File: src/design/iso_date_string_validator_assert.svh
// Assertion macros shared by the date validator RTL.
// Each macro checks a property on the rising clock edge, held off during reset.
`ifndef ISO_DATE_STRING_VALIDATOR_ASSERT_SVH
`define ISO_DATE_STRING_VALIDATOR_ASSERT_SVH

// Checks an implication built by the caller on every clock edge.
`define IDSV_ASSERT(label, prop, msg) \
	label: assert property (@(posedge clk) disable iff (!arst_n) (prop)) else $error(msg);

// Checks that a condition holds whenever an enable is high.
`define IDSV_ASSERT_WHEN(label, en, cond, msg) \
	label: assert property (@(posedge clk) disable iff (!arst_n) (en) |-> (cond)) \
		else $error(msg);

// Checks that a condition holds on the edge after a trigger.
`define IDSV_ASSERT_NEXT(label, trig, cond, msg) \
	label: assert property (@(posedge clk) disable iff (!arst_n) (trig) |=> (cond)) \
		else $error(msg);

`endif

File: src/design/idsv_pkg.sv
`timescale 1ns / 1ps
`default_nettype none

package idsv_pkg;

	localparam int CHAR_W = 8;
	localparam int ERR_W = 3;
	localparam int POS_W = 4;
	localparam int VAL2_W = 7;
	localparam int OUT_TDATA_W = 8;
	localparam int APB_ADDR_W = 3;
	localparam int APB_DATA_W = 32;

	localparam logic [POS_W-1:0] POS_SAT = 4'd11;
	localparam logic [POS_W-1:0] DATE_LEN = 4'd10;
	localparam logic [POS_W-1:0] YEAR_LEN = 4'd4;
	localparam logic [POS_W-1:0] POS_SEP1 = 4'd4;
	localparam logic [POS_W-1:0] POS_MON0 = 4'd5;
	localparam logic [POS_W-1:0] POS_MON1 = 4'd6;
	localparam logic [POS_W-1:0] POS_SEP2 = 4'd7;
	localparam logic [POS_W-1:0] POS_DAY0 = 4'd8;
	localparam logic [POS_W-1:0] POS_DAY1 = 4'd9;

	localparam logic [CHAR_W-1:0] CHAR_DASH = 8'h2D;
	localparam logic [CHAR_W-1:0] CHAR_ZERO = 8'h30;
	localparam logic [CHAR_W-1:0] CHAR_NINE = 8'h39;

	localparam logic [ERR_W-1:0] ERR_OK = 3'd0;
	localparam logic [ERR_W-1:0] ERR_LENGTH = 3'd1;
	localparam logic [ERR_W-1:0] ERR_SEP = 3'd2;
	localparam logic [ERR_W-1:0] ERR_DIGIT = 3'd3;
	localparam logic [ERR_W-1:0] ERR_MONTH = 3'd4;
	localparam logic [ERR_W-1:0] ERR_DAY = 3'd5;

	localparam logic [APB_ADDR_W-3:0] REG_ALLOW_YEAR_ONLY = 1'b0;
	localparam logic ALLOW_YEAR_ONLY_RST = 1'b1;

	// Days in a month for months 1 to 12; February is the common-year length.
	function automatic logic [4:0] month_days(input logic [3:0] month);
		logic [4:0] days;
		case (month)
			4'd2: days = 5'd28;
			4'd4, 4'd6, 4'd9, 4'd11: days = 5'd30;
			default: days = 5'd31;
		endcase
		return days;
	endfunction

	// One decimal digit step on a two-digit field.
	function automatic logic [VAL2_W-1:0] acc_digit(input logic [VAL2_W-1:0] v,
			input logic [3:0] d);
		logic [VAL2_W+3:0] sum;
		sum = {1'b0, v, 3'b000} + {3'b000, v, 1'b0} + {{VAL2_W{1'b0}}, d};
		return sum[VAL2_W-1:0];
	endfunction

endpackage

`default_nettype wire

File: src/design/iso_date_string_validator.sv
`timescale 1ns / 1ps
`default_nettype none
// Date string checker. The string arrives on the s_axis channel one character
// per item (tdata = the ASCII byte, tlast = last character). Items without
// tlast give no result; the item with tlast gives one verdict item on m_axis
// (tdata bit 0 = valid_res, bits 3:1 = error_kind). Accepted forms are
// YYYY-MM-DD with a real Gregorian calendar date and, when register
// allow_year_only (APB address 0, bit 0) is 1, a bare four-digit year.
// A character is taken into an input register, then checked and accumulated
// from that register; the verdict is written to the output register when the
// last character leaves the input register, and stays there until m_axis_tready.
// One item per cycle is sustained in both directions; the only limit is the
// output register, so a stalled receiver stops the input only when a finished
// verdict and another last character are both waiting. Reset clears the
// string state and the output valid flag and sets allow_year_only to 1. The user
// must write configuration only while the block is idle; the block does not enforce it.
module iso_date_string_validator
	import idsv_pkg::*;
(
	input wire logic clk,
	input wire logic arst_n,
	input wire logic s_axis_tvalid,
	output logic s_axis_tready,
	input wire logic [CHAR_W-1:0] s_axis_tdata, // [7:0] char_code
	input wire logic s_axis_tlast,
	output logic m_axis_tvalid,
	input wire logic m_axis_tready,
	output logic [OUT_TDATA_W-1:0] m_axis_tdata, // [0] valid_res, [3:1] error_kind, zero above
	input wire logic psel,
	input wire logic penable,
	input wire logic pwrite,
	input wire logic [APB_ADDR_W-1:0] paddr,
	input wire logic [APB_DATA_W-1:0] pwdata,
	output logic [APB_DATA_W-1:0] prdata,
	output logic pready
);

	logic allow_year_only_q;
	logic valid_s1;
	logic last_s1;
	logic [CHAR_W-1:0] char_s1;

	logic [POS_W-1:0] pos_q;
	logic [VAL2_W-1:0] year_hi_q, year_lo_q, month_q, day_q;
	logic sep_bad_q, year_nd_q, rest_nd_q;

	logic out_valid_q;
	logic [ERR_W-1:0] err_q;

	logic out_free, s1_go, s1_adv;
	logic is_dig;
	logic [3:0] digit;
	logic [POS_W-1:0] pos_n;
	logic [VAL2_W-1:0] year_hi_n, year_lo_n, month_n, day_n;
	logic sep_bad_n, year_nd_n, rest_nd_n;
	logic leap;
	logic [4:0] max_day;
	logic [ERR_W-1:0] err_n;

	assign pready = 1'b1;
	assign prdata = (paddr[APB_ADDR_W-1:2] == REG_ALLOW_YEAR_ONLY)
		? {{(APB_DATA_W-1){1'b0}}, allow_year_only_q} : '0;

	always_ff @(posedge clk or negedge arst_n) begin
		if (!arst_n) begin
			allow_year_only_q <= ALLOW_YEAR_ONLY_RST;
		end else if (psel && penable && pwrite && pready &&
				paddr[APB_ADDR_W-1:2] == REG_ALLOW_YEAR_ONLY) begin
			allow_year_only_q <= pwdata[0];
		end
	end

	// A non-final character never needs the output register.
	assign out_free = !out_valid_q || m_axis_tready;
	assign s1_go = !last_s1 || out_free;
	assign s1_adv = valid_s1 && s1_go;
	assign s_axis_tready = !valid_s1 || s1_go;

	always_ff @(posedge clk or negedge arst_n) begin
		if (!arst_n) begin
			valid_s1 <= 1'b0;
		end else if (s_axis_tready) begin
			valid_s1 <= s_axis_tvalid;
		end
	end

	always_ff @(posedge clk) begin
		if (s_axis_tready && s_axis_tvalid) begin
			char_s1 <= s_axis_tdata;
			last_s1 <= s_axis_tlast;
		end
	end

	always_comb begin
		is_dig = (char_s1 >= CHAR_ZERO) && (char_s1 <= CHAR_NINE);
		digit = is_dig ? char_s1[3:0] : 4'd0;
		year_hi_n = year_hi_q;
		year_lo_n = year_lo_q;
		month_n = month_q;
		day_n = day_q;
		sep_bad_n = sep_bad_q;
		year_nd_n = year_nd_q;
		rest_nd_n = rest_nd_q;
		if (pos_q < YEAR_LEN) begin
			if (!is_dig) begin
				year_nd_n = 1'b1;
			end else if (pos_q[1]) begin
				year_lo_n = acc_digit(year_lo_q, digit);
			end else begin
				year_hi_n = acc_digit(year_hi_q, digit);
			end
		end else if (pos_q == POS_SEP1 || pos_q == POS_SEP2) begin
			if (char_s1 != CHAR_DASH) begin
				sep_bad_n = 1'b1;
			end
		end else if (pos_q == POS_MON0 || pos_q == POS_MON1) begin
			if (is_dig) begin
				month_n = acc_digit(month_q, digit);
			end else begin
				rest_nd_n = 1'b1;
			end
		end else if (pos_q == POS_DAY0 || pos_q == POS_DAY1) begin
			if (is_dig) begin
				day_n = acc_digit(day_q, digit);
			end else begin
				rest_nd_n = 1'b1;
			end
		end
		pos_n = (pos_q < POS_SAT) ? pos_q + 4'd1 : pos_q;

		// With four good digits the year is 100*hi + lo, so the leap rules
		// reduce to checks on the low bits of the two halves.
		leap = (year_lo_n[1:0] == 2'b00) &&
			((year_lo_n != '0) || (year_hi_n[1:0] == 2'b00));
		max_day = (month_n == 7'd2 && leap) ? 5'd29 : month_days(month_n[3:0]);

		if (pos_n == YEAR_LEN && allow_year_only_q) begin
			err_n = year_nd_n ? ERR_DIGIT : ERR_OK;
		end else if (pos_n != DATE_LEN) begin
			err_n = ERR_LENGTH;
		end else if (sep_bad_n) begin
			err_n = ERR_SEP;
		end else if (year_nd_n || rest_nd_n) begin
			err_n = ERR_DIGIT;
		end else if (month_n < 7'd1 || month_n > 7'd12) begin
			err_n = ERR_MONTH;
		end else if (day_n < 7'd1 || day_n > {2'b00, max_day}) begin
			err_n = ERR_DAY;
		end else begin
			err_n = ERR_OK;
		end
	end

	always_ff @(posedge clk or negedge arst_n) begin
		if (!arst_n) begin
			pos_q <= '0;
			year_hi_q <= '0;
			year_lo_q <= '0;
			month_q <= '0;
			day_q <= '0;
			sep_bad_q <= 1'b0;
			year_nd_q <= 1'b0;
			rest_nd_q <= 1'b0;
		end else if (s1_adv) begin
			if (last_s1) begin
				pos_q <= '0;
				year_hi_q <= '0;
				year_lo_q <= '0;
				month_q <= '0;
				day_q <= '0;
				sep_bad_q <= 1'b0;
				year_nd_q <= 1'b0;
				rest_nd_q <= 1'b0;
			end else begin
				pos_q <= pos_n;
				year_hi_q <= year_hi_n;
				year_lo_q <= year_lo_n;
				month_q <= month_n;
				day_q <= day_n;
				sep_bad_q <= sep_bad_n;
				year_nd_q <= year_nd_n;
				rest_nd_q <= rest_nd_n;
			end
		end
	end

	always_ff @(posedge clk or negedge arst_n) begin
		if (!arst_n) begin
			out_valid_q <= 1'b0;
		end else if (s1_adv && last_s1) begin
			out_valid_q <= 1'b1;
		end else if (m_axis_tready) begin
			out_valid_q <= 1'b0;
		end
	end

	always_ff @(posedge clk) begin
		if (s1_adv && last_s1) begin
			err_q <= err_n;
		end
	end

	assign m_axis_tvalid = out_valid_q;
	assign m_axis_tdata = {{(OUT_TDATA_W-ERR_W-1){1'b0}}, err_q, err_q == ERR_OK};

`include "iso_date_string_validator_assert.svh"

	`IDSV_ASSERT_WHEN(a_code_range, m_axis_tvalid, m_axis_tdata[3:1] <= ERR_DAY, "error code out of range")
	`IDSV_ASSERT_NEXT(a_no_result_mid, valid_s1 && !last_s1 && !m_axis_tvalid, !m_axis_tvalid, "result from a non-final character")
	`IDSV_ASSERT_NEXT(a_clear_after_last, s1_adv && last_s1, pos_q == '0 && !sep_bad_q && !year_nd_q && !rest_nd_q, "string state not cleared after verdict")
	`IDSV_ASSERT(a_pos_sat, pos_q <= POS_SAT, "position count beyond saturation")

endmodule

`default_nettype wire

File: config.mk
export PLATFORM = sky130hd
export DESIGN_NAME = iso_date_string_validator
export DESIGN_NICKNAME = d
export VERILOG_FILES = /design/src/design/idsv_pkg.sv /design/src/design/iso_date_string_validator.sv
export VERILOG_INCLUDE_DIRS = /design/src /design/src/design
export SDC_FILE = /design/constraint.sdc
export NUM_CORES = 1
export LEC_CHECK = 0
export BUFFER_PORTS_ARGS = -buffer_cell sky130_fd_sc_hd__buf_2
export CAP_MARGIN = 15
export CORE_ASPECT_RATIO = 0.75
export CORE_MARGIN = 5
export CORE_UTILIZATION = 50
export CTS_CLUSTER_SIZE = 14
export DETAILED_ROUTE_END_ITERATION = 6
export HOLD_SLACK_MARGIN = 0.12
export PLACE_DENSITY = 0.77
export SETUP_SLACK_MARGIN = 0.1
export SLEW_MARGIN = 20
export SYNTH_ARGS = -nofsm -noshare
export SYNTH_HDL_FRONTEND = slang
export SYNTH_SLANG_ARGS = --single-unit
File: constraint.sdc
create_clock -name clk -period 5.83 [get_ports clk]
set_input_delay 0.583 -clock clk [delete_from_list [all_inputs] [get_ports clk]]
set_output_delay 0.583 -clock clk [all_outputs]
set_load 0.05 [all_outputs]
==> run metrics <==
power per cell area=204 nW/um^2; Setup Fix Bufs, Post-CTS=0; CTS tree=done; sw frac=0.319; Die Wd=106 um; vias in the first global route=2571; Netlist cell types=58; total gr overflow=0; critical path cell sequence=nor4bb_1 > and3_1 > fa_1 > fa_1 > a21o_1 > a21oi_1 > xnor2_1 > o31ai_1 > o311ai_1 > o21bai_1 > ha_1 > nand2_1 > o21ai_0 > o21a_1 > o2111ai_1 > o2bb2a_1 > nor3b_1; HP Class=in -> async; Die ar.=8630 sq um; most frequent cells in the layout=conb_1 (36), dfrtp_1 (32), ha_1 (28); largest net degree at the start of global routing=34; internal power=0.501 mW; RSZ-0062 raised after global routing=no; nets@finish=466; maximum vdd drop=0.155 mV; Final setup viols=0; initial antenna violation count=0; register area share after synthesis=0.346; worst-margin pin slew=777 ps; H-tree depth=2; drt wl/cell=15.5 um; Overall Global Routing Usage=0.174; fin util=0.534; Clock Latency Late Sink=300 ps; period utilization=0.874; CTS buffer count=5; setup ws final=736 ps; Cell Area, Synth=3430 sq um; Crit Path Max Fanout=6; ys async rst share=0.733; layout cells sized above 1=0.110; worst path arrival time=5220 ps; Ports=94; Slowest-stage cell, CP=nor4bb_1; Layout area overhead=4.89%; final setup TNS=0 ps; WP buf/inv=0; PortBufs=24; Rows=26; Avg Vias per Cell=5.61; CTS max path bufs=2; Die Y-Extent=81.7 um; Tot Pwr=0.735 mW; Synth Instances=357; Setup CP Type=reg -> reg; hold buffer count at cts=0; most frequent CP cell=fa_1; first-pass GRT wire length=12000 um; Synth Register Bits=45; status=finished, final reports clean; maxcap violations=0; most common cell after layout, fill and taps aside=conb_1; Routed WL=7220 um; Psw=0.234 mW; clock transition at the registers of the reported paths=80 ps; final hold violation count=0; Gate power share=0.195; CP Capture Type=flop; Yosys warnings=0; post-layout min period=5090 ps; leakage=1.77 nW; kind of cell adding the most delay to the critical path=compound AO/OA/AOI/OAI gates; DR vias=2613; # resized after CTS=0; Root Buffer=clkbuf_8; CTS Sinks=45; GP Congestion=0.878; syn_area_per_cell=9.61 sq um; post-route ant nets=0; crit path launch type=flop; Clk pwr share=0.320; post-route DRC violation count=0; Initial Util=0.509; Worst Path Required=5960 ps; Slew HR=0.475; Synth Flop Type=dfrtp_1; # diodes=0; DRT iter0 DRCs=100; worst-case clock skew=4.66 ps; sequential share of power=0.484; dpl hpwl=5720 um; EDFF count, synth=12; Core Box Area=6730 sq um; Fmax=0.196 GHz; dpl ws=829 ps; Largest stage delay, worst path=700 ps; first drt pass iteration count=4; Slew Limit Fails=0
cell usage after synthesis (3+ instances only):
master / instances / area (sq um)
a21o_1: 7 / 52.6
a21oi_1: 12 / 60.1
a22o_1: 10 / 87.6
a31oi_1: 4 / 25.0
a32o_1: 4 / 40.0
and2_1: 3 / 18.8
and3_1: 5 / 31.3
buf_4: 36 / 270
clkbuf_1: 4 / 15.0
dfrtp_1: 32 / 801
edfxtp_1: 12 / 360
fa_1: 6 / 120
ha_1: 28 / 350
inv_1: 14 / 52.6
mux2i_1: 6 / 60.1
nand2_1: 27 / 101
nand2b_1: 8 / 50.1
nand3_1: 6 / 30.0
nand3b_1: 4 / 30.0
nand4b_1: 3 / 26.3
nor2_1: 21 / 78.8
nor2b_1: 7 / 43.8
nor3_1: 8 / 40.0
nor4_1: 4 / 25.0
o21ai_0: 25 / 125
o21bai_1: 3 / 22.5
o31ai_1: 3 / 22.5
or2_2: 3 / 18.8
xnor2_1: 11 / 96.3
xor2_1: 5 / 43.8
cell type report:
class | count | area (sq um)
Fill cell | 600 | 3140
Multi-Input combinational cell | 291 | 2020
Sequential cell | 45 | 1190
Timing Repair Buffer | 24 | 120
Tap cell | 84 | 105
Clock buffer | 6 | 72.6
Inverter | 14 | 52.6
Clock inverter | 2 | 38.8
sequential cells by signal, summed over array words and instances, names as in the netlist:
| register | cells |
|---|---|
| last_s1 | 1 |
| char_s1 | 8 |
| day_q | 7 |
| month_q | 7 |
| year_nd_q | 1 |
| m_axis_tvalid | 1 |
| year_lo_q | 7 |
| sep_bad_q | 1 |
| pos_q | 4 |
| err_q | 3 |
| allow_year_only_q | 1 |
| valid_s1 | 1 |
| year_hi_q | 2 |
| rest_nd_q | 1 |
metal layers:
layer,share of wire,track usage,vias to the layer above,wire [um]
li1,-,-,1270,-
met1,0.45,0.222,1241,3250
met2,0.47,0.300,89,3370
met3,0.066,0.0393,13,474
met4,0.017,0.0517,0,121
met5,0,0,-,0
per-stage QoR:
stage	hold slack, ps	cell area, sq um	cells
final	353	3600	466
after global routing	419	3600	466
after CTS	389	3600	466
after detailed placement	473	3490	458
after global placement	474	3490	458
after floorplan	287	3560	391
logic make-up (layout without fill, tap and decap cells):
kind of cell    count (synthesis)  in the layout  share of synthesized area
compound gates                 88             88                      0.175
xor+xnor                       16             16                     0.0409
fa+ha+maj                      34             34                      0.137
buf+inv                        55             46                      0.102
flops                          45             45                      0.346
mux                             9              9                     0.0274
other cells                     2             36                    0.00219
simple gates                  108            108                      0.170
path summary, 6_finish.rpt:
check | slack [ps] | startpoint | to | cells after the start
min reg2reg | 500 | year_hi_q[1] | year_hi_q[1] | 1
min in group clk | 460 | s_axis_tdata[1] | char_s1[1] | 1
min | 350 | arst_n | year_lo_q[6] | 1
max | 740 | char_s1[6] | err_q[2] | 17
max reg2reg | 740 | char_s1[6] | err_q[2] | 17
max in group asynchronous | 4980 | arst_n | month_q[4] | 1
power by group through the flow:
| stage | logic (mW) | registers, mW | clock network, mW |
|---|---|---|---|
| after CTS | 0.143 | 0.355 | 0.243 |
| final | 0.143 | 0.356 | 0.235 |
| after global routing | 0.156 | 0.359 | 0.256 |
| after global placement | 0.139 | 0.361 | 0 |
| after detailed placement | 0.143 | 0.362 | 0 |
| after floorplan | 0.130 | 0.360 | 0 |
Note: power is estimated with default switching activity, not from simulation.
